--- config.mk ---
export PLATFORM = sky130hd
export DESIGN_NAME = earliest_free_worker_scheduler_top
export DESIGN_NICKNAME = d
export VERILOG_FILES = /design/src/hw/rtl/efws_pkg.sv /design/src/hw/rtl/earliest_free_worker_scheduler_top.sv /design/src/hw/rtl/efws_ctrl.sv /design/src/hw/rtl/efws_dp.sv
export SDC_FILE = /design/constraint.sdc
export NUM_CORES = 1
export LEC_CHECK = 0
export BUFFER_PORTS_ARGS = -buffer_cell sky130_fd_sc_hd__buf_2
export CORE_MARGIN = 2
export CORE_UTILIZATION = 30
export CTS_CLUSTER_DIAMETER = 200
export DETAILED_ROUTE_END_ITERATION = 16
export GPL_ROUTABILITY_DRIVEN = 1
export SKIP_LAST_GASP = 1
export SYNTH_ARGS = -nofsm -noshare
export SYNTH_HDL_FRONTEND = slang
export SYNTH_HIERARCHICAL = 1
export SYNTH_SLANG_ARGS = --single-unit
--- constraint.sdc ---
create_clock -name clk -period 29.2 [get_ports clk]
set_input_delay 8.76 -clock clk [delete_from_list [all_inputs] [get_ports clk]]
set_output_delay 8.76 -clock clk [all_outputs]
set_load 0.02 [all_outputs]
--- src/hw/rtl/efws_pkg.sv ---
`default_nettype none
// ----------------------------------------------------------------------------
// efws_pkg
// Shared types and constants for the earliest-free worker scheduler.
// ----------------------------------------------------------------------------
package efws_pkg;

  localparam int MAX_WORKERS_DEF = 16;

  localparam int DUR_W  = 32;   // job duration
  localparam int TIME_W = 63;   // worker free time / start time
  localparam int IDX_W  = 4;    // reported worker index
  localparam int CFG_W  = 5;    // active_workers register
  localparam int ADDR_W = 3;    // APB byte address
  localparam int DATA_W = 32;   // APB data

  localparam logic [CFG_W-1:0]    ACTIVE_RST = 5'd16;
  // word index of the active_workers register
  localparam logic [ADDR_W-3:0]   REG_ACTIVE = '0;

  typedef enum logic [2:0] {
    ST_CLEAR,
    ST_IDLE,
    ST_SCAN,
    ST_LAST,
    ST_COMMIT
  } state_t;

  typedef struct packed {
    logic idx_clr;   // restart the shared index counter
    logic load;      // latch job duration, restart counter
    logic scan_rd;   // read free time at counter, advance
    logic clr_wr;    // write zero at counter, advance
    logic commit;    // update chosen worker, emit result
  } efws_cmd_t;

  typedef struct packed {
    logic scan_last;   // counter at last active worker
    logic clear_last;  // counter at last storage entry
  } efws_sts_t;

endpackage : efws_pkg
`default_nettype wire

--- src/hw/rtl/earliest_free_worker_scheduler_top.sv ---
`default_nettype none
// After a request is accepted, ST_SCAN reads the free times of the N active workers, then
//   ST_LAST and ST_COMMIT follow; done is registered from the commit. A new request
//   is taken only once idle again; the free-time memory is scanned one word per cycle.
// Reset and each active_workers write run a clearing pass over all MAX_WORKERS entries,
//   busy high throughout. Results last one cycle; the receiver cannot stall.
// ----------------------------------------------------------------------------
// earliest_free_worker_scheduler_top
// Assigns each job to the worker free earliest and reports its start time.
// ----------------------------------------------------------------------------
module earliest_free_worker_scheduler_top import efws_pkg::*; #(
  parameter int MAX_WORKERS = MAX_WORKERS_DEF
) (
  input  logic              clk,
  input  logic              rst,
  input  logic              start,
  output logic              busy,
  input  logic [DUR_W-1:0]  job_duration,
  output logic              done,
  output logic [IDX_W-1:0]  worker_index,
  output logic [TIME_W-1:0] start_time,
  input  logic              psel,
  input  logic              penable,
  input  logic              pwrite,
  input  logic [ADDR_W-1:0] paddr,
  input  logic [DATA_W-1:0] pwdata,
  output logic [DATA_W-1:0] prdata,
  output logic              pready
);

  logic [CFG_W-1:0] active_workers;
  logic             reg_hit;
  logic             cfg_wr;
  efws_cmd_t        cmd;
  efws_sts_t        sts;

  assign pready  = 1'b1;
  assign reg_hit = (paddr[ADDR_W-1:2] == REG_ACTIVE);
  assign cfg_wr  = psel & penable & pwrite & pready & reg_hit;
  assign prdata  = reg_hit ? {{(DATA_W - CFG_W){1'b0}}, active_workers} : '0;

  always_ff @(posedge clk) begin
    if (rst) begin
      active_workers <= ACTIVE_RST;
    end else if (cfg_wr) begin
      active_workers <= pwdata[CFG_W-1:0];
    end
  end

  efws_ctrl u_ctrl (
    .clk    (clk),
    .rst    (rst),
    .start  (start),
    .cfg_wr (cfg_wr),
    .sts    (sts),
    .cmd    (cmd),
    .busy   (busy)
  );

  efws_dp #(
    .MAX_WORKERS (MAX_WORKERS)
  ) u_dp (
    .clk            (clk),
    .rst            (rst),
    .cmd            (cmd),
    .sts            (sts),
    .active_workers (active_workers),
    .job_duration   (job_duration),
    .done           (done),
    .worker_index   (worker_index),
    .start_time     (start_time)
  );

endmodule : earliest_free_worker_scheduler_top
`default_nettype wire

--- src/hw/rtl/efws_ctrl.sv ---
`default_nettype none
// ----------------------------------------------------------------------------
// efws_ctrl
// Sequencer: clearing pass, request accept, free-time scan and commit.
// ----------------------------------------------------------------------------
module efws_ctrl import efws_pkg::*; (
  input  logic      clk,
  input  logic      rst,
  input  logic      start,
  input  logic      cfg_wr,
  input  efws_sts_t sts,
  output efws_cmd_t cmd,
  output logic      busy
);

  state_t state, state_next;

  always_ff @(posedge clk) begin
    if (rst) begin
      state <= ST_CLEAR;
    end else begin
      state <= state_next;
    end
  end

  always_comb begin
    state_next = state;
    cmd        = '0;
    busy       = 1'b1;
    case (state)
      ST_CLEAR: begin
        cmd.clr_wr = 1'b1;
        if (sts.clear_last) begin
          state_next = ST_IDLE;
        end
      end
      ST_IDLE: begin
        busy = 1'b0;
        if (start) begin
          cmd.load   = 1'b1;
          state_next = ST_SCAN;
        end
      end
      ST_SCAN: begin
        cmd.scan_rd = 1'b1;
        if (sts.scan_last) begin
          state_next = ST_LAST;
        end
      end
      ST_LAST: begin
        // last read word is compared this cycle
        state_next = ST_COMMIT;
      end
      ST_COMMIT: begin
        cmd.commit = 1'b1;
        state_next = ST_IDLE;
      end
      default: begin
        state_next = ST_IDLE;
      end
    endcase
    // a new worker count starts a new batch: wipe all free times
    if (cfg_wr) begin
      cmd        = '0;
      cmd.idx_clr = 1'b1;
      state_next = ST_CLEAR;
    end
  end

  a_cmd_excl: assert property (@(posedge clk) disable iff (rst)
    $onehot0({cmd.load, cmd.scan_rd, cmd.clr_wr, cmd.commit}))
    else $error("efws_ctrl: more than one datapath command");

  a_accept: assert property (@(posedge clk) disable iff (rst)
    (start && !busy && !cfg_wr) |=> (state == ST_SCAN))
    else $error("efws_ctrl: accepted request did not start a scan");

  a_scan_end: assert property (@(posedge clk) disable iff (rst)
    (state == ST_SCAN && sts.scan_last && !cfg_wr) |=> (state == ST_LAST))
    else $error("efws_ctrl: scan overran the last worker");

  a_commit_once: assert property (@(posedge clk) disable iff (rst)
    (cmd.commit && !cfg_wr) |=> (!cmd.commit && state == ST_IDLE))
    else $error("efws_ctrl: commit not followed by idle");

endmodule : efws_ctrl
`default_nettype wire

--- src/hw/rtl/efws_dp.sv ---
`default_nettype none
// ----------------------------------------------------------------------------
// efws_dp
// Free-time memory, sequential minimum search and saturating update.
// ----------------------------------------------------------------------------
module efws_dp import efws_pkg::*; #(
  parameter int MAX_WORKERS = MAX_WORKERS_DEF
) (
  input  logic              clk,
  input  logic              rst,
  input  efws_cmd_t         cmd,
  output efws_sts_t         sts,
  input  logic [CFG_W-1:0]  active_workers,
  input  logic [DUR_W-1:0]  job_duration,
  output logic              done,
  output logic [IDX_W-1:0]  worker_index,
  output logic [TIME_W-1:0] start_time
);

  localparam int IW = (MAX_WORKERS > 1) ? $clog2(MAX_WORKERS) : 1;

  logic [TIME_W-1:0]   mem [MAX_WORKERS];
  logic [IW-1:0]       idx;
  logic [IW-1:0]       cmp_idx;
  logic [IW-1:0]       best_idx;
  logic [IW-1:0]       last_idx;
  logic [IW-1:0]       wr_addr;
  logic [TIME_W-1:0]   rd_data;
  logic [TIME_W-1:0]   best_time;
  logic [TIME_W-1:0]   wr_data;
  logic [DUR_W-1:0]    dur;
  logic                cmp_valid;
  logic                wr_en;
  logic [TIME_W:0]     sum;
  logic [IW+IDX_W-1:0] best_wide;

  // effective worker count minus one (0 reads as 1, clipped to MAX_WORKERS)
  always_comb begin
    if (active_workers == '0) begin
      last_idx = '0;
    end else if (int'(active_workers) > MAX_WORKERS) begin
      last_idx = IW'(MAX_WORKERS - 1);
    end else begin
      last_idx = IW'(active_workers - 5'd1);
    end
  end

  assign sts.scan_last  = (idx == last_idx);
  assign sts.clear_last = (idx == IW'(MAX_WORKERS - 1));

  assign sum       = {1'b0, best_time} + {{(TIME_W + 1 - DUR_W){1'b0}}, dur};
  assign wr_en     = cmd.commit | cmd.clr_wr;
  assign wr_addr   = cmd.commit ? best_idx : idx;
  assign wr_data   = cmd.commit ? (sum[TIME_W] ? '1 : sum[TIME_W-1:0]) : '0;
  assign best_wide = {{IDX_W{1'b0}}, best_idx};

  always_ff @(posedge clk) begin
    if (wr_en) begin
      mem[wr_addr] <= wr_data;
    end
  end

  always_ff @(posedge clk) begin
    rd_data <= mem[idx];
  end

  always_ff @(posedge clk) begin
    if (rst) begin
      idx       <= '0;
      cmp_valid <= 1'b0;
      done      <= 1'b0;
    end else begin
      if (cmd.idx_clr || cmd.load) begin
        idx <= '0;
      end else if (cmd.scan_rd || cmd.clr_wr) begin
        idx <= idx + 1'b1;
      end
      cmp_valid <= cmd.scan_rd;
      done      <= cmd.commit;
    end
  end

  always_ff @(posedge clk) begin
    if (cmd.load) begin
      dur <= job_duration;
    end
    cmp_idx <= idx;
    // strict less-than keeps the lowest index on ties
    if (cmp_valid && (cmp_idx == '0 || rd_data < best_time)) begin
      best_idx  <= cmp_idx;
      best_time <= rd_data;
    end
    if (cmd.commit) begin
      worker_index <= best_wide[IDX_W-1:0];
      start_time   <= best_time;
    end
  end

endmodule : efws_dp
`default_nettype wire
== Word level (Yosys, flattened, before mapping) ==
Memories as Yosys holds them, arrays and structs flattened. A register that Yosys moved wholly into a read port is not among the register bits.
Cells that the tools add are included.
Operators by class
  shifts and indexed selects: 0
  bitwise logic cells: 5
  multiply operators: 0
  reduce and logical (&&, ||, !) cells: 10
  div/mod/pow operators: 0
  $add $sub $neg: 3
  mux-type cells: 19
  eq/ne operators: 9
  $lt $le $gt $ge: 2
Operator list (number)
  two-way mux 63 bit: 2
  adder 63 x 32 -> 64 bit: 1
  less-than comparator 63 bit: 1
  two-way mux 4 bit: 3
  one-hot mux 3 bit (4 select lines): 1
  two-way mux 5 bit: 2
  two-way mux 3 bit: 3
  two-way mux 1 bit: 8
  equality test 3 x 2 -> 1 bit, second input constant: 2
  inequality test 2 bit, second input constant: 3
  > comparator 5 bit, second input constant: 1
  logical NOT 5 bit: 1
  adder 4 x 1 -> 4 bit, second input constant: 1
  equality test 4 bit: 1
  equality test 4 bit, second input constant: 1
  logical NOT 4 bit: 1
  OR reduction 2 bit: 2
  subtractor 4 x 1 -> 4 bit, second input constant: 1
  AND 1 bit: 3
  equality test 3 x 1 -> 1 bit, second input constant: 1
  equality test 3 bit, second input constant: 1
  logical NOT 3 bit: 1
  logical OR 1 bit: 3
  AND reduction 3 bit: 1
  other kinds (3): 3
Storage, ports and cells
  bits in latches: 0
  output and inout port bits: 102
  register bits after elaboration: 184
  memory bits (writable): 1008
  bits in read-only memories: 0
  memories kept: 1
  bits of input ports: 73
  word-level logic and storage cells: 60
Memory list
  u_dp.mem: depth 16, width 63, read ports 1, clocked after Yosys merged registers in 1, write ports 1, line efws_dp.sv:22  | logic [TIME_W-1:0] mem [MAX_WORKERS];

== Longest topological paths before layout ==
  depth after elaboration: 7
  mapped depth: 13
  mapped depth without buffers: 11

== Hierarchy ==
Netlist, hierarchy kept.
Modules (own cells, without submodules)
  efws_dp: instances 1, sequential area each 36715.2 um^2, area an instance 48974.5 um^2, cells an instance 2381
  earliest_free_worker_scheduler_top: instances 1, sequential area each 100.1 um^2, area an instance 494.2 um^2, cells an instance 58
  efws_ctrl: instances 1, sequential area each 60.1 um^2, area an instance 195.2 um^2, cells an instance 21

== Worst setup path after synthesis ==
No wires, ideal clock.
  kind: input -> register
  start: input pwrite
  end: memory u_dp.mem[10][0] (enable)
  data required time: 28.715 ns
  library setup time: 0.485 ns
  buffers on the path: 1
  path slack: 7.337 ns
  data arrival time: 21.379 ns
  cell stages on the path: 7
  path through: and4b_1 > buf_6 > nor4b_1 > clkinv_1 > nor3b_1 > a31oi_1 > nor2_1
RTL lines
  start: declaration: line earliest_free_worker_scheduler_top.sv:24  | input logic pwrite,
  end: declaration: line efws_dp.sv:22

== Final worst setup path ==
  start: input paddr[2]
  end: output prdata[4]
Between the ends
  longest elaborated chain between the ends: 1
Ends and longest elaborated chain
  start: declaration: line earliest_free_worker_scheduler_top.sv:25  | input logic [ADDR_W-1:0] paddr,
  two-way mux 5 bit: line earliest_free_worker_scheduler_top.sv:40  | assign prdata = reg_hit ? {{(DATA_W - CFG_W){1'b0}}, active_workers} : '0;
  end: declaration: line earliest_free_worker_scheduler_top.sv:27  | output logic [DATA_W-1:0] prdata,
No other way between the ends.

==> impl_metrics.toml <==
[cts]
cts_buffer_depth = 3
cts_tree = "built"
cts.sinks = 1255
cts_setup_buffers = 0
cts_made_buffers = 131
clock_latency_ps = 750
cts.htree.levels = 4
ctsHoldBuffers = 0
cts_resized = 0
cts-root-buf = "clkbuf_16"
cts.reportedPaths.clkPinSlew_ps = 60

[yosys]
synth_ff_type = "edfxtp_1"
postSynth.asyncResetShare_pct = 0
synth_top_family_by_area = "multiplexers"
synth-edff-count = 1174
yosys.area_share.simple_pct = 2.73
synth_compound_area_share_pct = 3.28
synth.cell_area_um2 = 49700
synthMuxAreaShare_pct = 14.4
syn_avg_cell_area_um2 = 20.2
ys_seq_area_share_pct = 74.2
ys_ff_latch = 1255
postSynthCellCount = 2460
synth_fa_ha_area_share_pct = 2.46
synth_warnings = 6
synthXorXnorAreaFrac_pct = 0.988
synth.distinct_cells = 70

[worst_setup_path]
cp-end-kind = "output pin"
r2r_cells = 10
crit_fanout = 6
r2r_end = "u_dp/mem[1][28]"
r2r_setup_slack_ps = 23790
r2r_start = "u_dp/best_time[10]"
cp_data_required_time_ps = 20440
worstPathArrival_ps = 9240
critPathKind = "primary input to output pin"
cp-start-kind = "primary input"

[die]
ios = 175
initial_core_util_pct = 30.2
num_rows = 149
chipWidth_um = 411
chipHeight_um = 411
core_area_um2 = 165000
dieArea_um2 = 169000

[global_routing]
grt_usage_pct = 14.3
grt_overflow = 0
grt_max_degree = 108
antenna_found_initial = 6
grt_pass1_wl_um = 176000
grt_pass1_vias = 25000

[min_path]
hold_depth = 0
min_from = "u_dp/rd_data[9]"
hold_path_end = "u_dp/best_time[9]"
hold_path.class = "flip-flop to flip-flop"

[place]
placedCellCount = 4703
hpwl_um = 68300
place_congestion = 0.811
port_buffers = 117

[routing]
postRouteWirelength_um = 122000
viasPerCell = 4.99
drt_iter0_markers = 2599
drc = 0
wire_per_inst_um = 24.6
vias = 24700
ant_nets = 0
first_pass_iters = 5

[sta]
setup_viol = 0
finalClockSkew_ps = 28.8
tns_ps = 0
max-slew-margin-rel_pct = 17.4
maxSlewViolCount = 0
min_period_over_period_pct = 61.6
period_minus_slack_ps = 18000
worst_pin_slew_ps = 1240
hold_violations = 0
rsz0062_at_grt = "no"
max_freq_ghz = 0.0556

[layout]
seqCellArea_um2 = 36900
drive_gt1_share_pct = 25.9
multi_input_area_um2 = 12100
layoutNonFillerInstCount = 4942
fillers = 15200
areaGrowthSynthToFinish_pct = 15.2
fin_nets = 2817

[pwr]
finalPower_w = 0.00396
p_leak_nw = 17.8
powerDensity_nw_per_um2 = 69.2
vdd_drop_max_v = 0.0000392

[job]
drv_cap = 0

[outcome]
outcome = "completed"
[cell usage after synthesis, drive strengths merged (4+ instances only)]
cell	n	area, um2
clkbuf	60	225
o311a	5	50.1
nor3	18	95.1
or2	4	25.0
or3	7	43.8
xor2	18	158
nand2b	18	115
o31ai	4	30.0
xnor2	38	333
nor2b	7	43.8
nor2	59	221
o21bai	8	60.1
edfxtp	1174	35300
a21oi	107	536
a211oi	5	37.5
o21ai	47	235
ha	96	1200
o21a	4	30.0
dfxtp	81	1620
nand4	22	138
nand2	50	188
inv	79	297
and2b	5	43.8
mux4	315	7090
nor4	14	87.6
mux2i	6	60.1
and2	9	58.8
a31oi	13	81.3
and3	9	66.3
buf	70	409
a21o	43	324
nand3	23	115
[critical path, cell delays in order]
cell and delay, ps:
buf_2 110, and2b_2 210, buf_2 150
[where the power goes]
part	switching, W	total [W]	internal, W
registers	0.0000374	0.00205	0.00202
logic	0.000134	0.000265	0.000131
clock network	0.000685	0.00164	0.000956
[worst max-delay path by stage]
stage	end	depth (start not counted)	from
after floorplan	u_dp/mem[10][0]	7	pwrite
final	prdata[4]	3	paddr[2]
after global placement	prdata[4]	3	paddr[2]
after CTS	prdata[4]	3	paddr[2]
after global routing	prdata[2]	3	paddr[2]
after detailed placement	prdata[4]	3	paddr[2]
[layout by cell type (no fill, tap or decap), types with 11 or more instances in the layout]
cell and n:
a21o_1 42, a21oi_1 107, a31oi_1 13, buf_2 117, buf_4 39, clkbuf_1 34, clkbuf_16 137, clkbuf_8 15
clkinv_1 11, clkinv_2 19, conb_1 28, dfxtp_1 78, edfxtp_1 1174, ha_1 96, inv_1 78, mux4_2 315
nand2_1 50, nand2b_1 17, nand3_1 22, nand4_1 22, nor2_1 43, nor2_4 16, nor3_1 16, nor4_1 14
o21ai_0 46, xnor2_1 38, xor2_1 18
[per-layer routing]
layer	up-vias	global-route usage, %	wire [um]
met1	13200	20.3	53500
met3	134	2.99	8520
met2	887	22.5	57700
met4	4	3.59	1900
li1	10400	-	-
met5	-	0	19
[sequential cells by signal, summed over array words and instances, names as in the netlist, 4 cells and up]
signal	cells
u_dp/best_time	63
u_dp/idx	4
u_dp/worker_index	4
u_dp/dur	32
u_dp/cmp_idx	4
u_dp/best_idx	4
active_workers	5
u_dp/start_time	63
u_dp/mem	1008
u_dp/rd_data	63
[logic make-up after synthesis]
family | Yosys count
DFF | 1255
muxes | 321
AOI/OAI and AO/OA | 261
and+or+nand+nor | 258
buffers and inverters | 210
adders and majority gates | 97
xor gates and xnor gates | 56
other | 2
[metrics by stage]
step / utilization [%] / instance area [um2] / setup WS (ps) / hold WS [ps]
2_1_floorplan: - / 49800 / 7340 / 329
3_3_place_gp: 32.2 / 53000 / 11210 / 414
3_5_place_dp: 32.2 / 53000 / 11200 / 423
4_1_cts: 34.8 / 57200 / 11200 / 438
5_1_grt: 34.8 / 57200 / 11180 / 448
6_report: 34.8 / 57200 / 11200 / 439
[layout make-up]
class / instances / area share [%]
diodes: 1 / 0.00437
clock buffers: 186 / 6.58
clock inverters: 52 / 0.866
inverters: 80 / 0.534
multi-input cells: 1021 / 21.2
flip-flops and latches: 1255 / 64.5
well taps: 2189 / 4.79
repair buffers: 158 / 1.61
No activity file was read; power rests on OpenSTA's default activity.
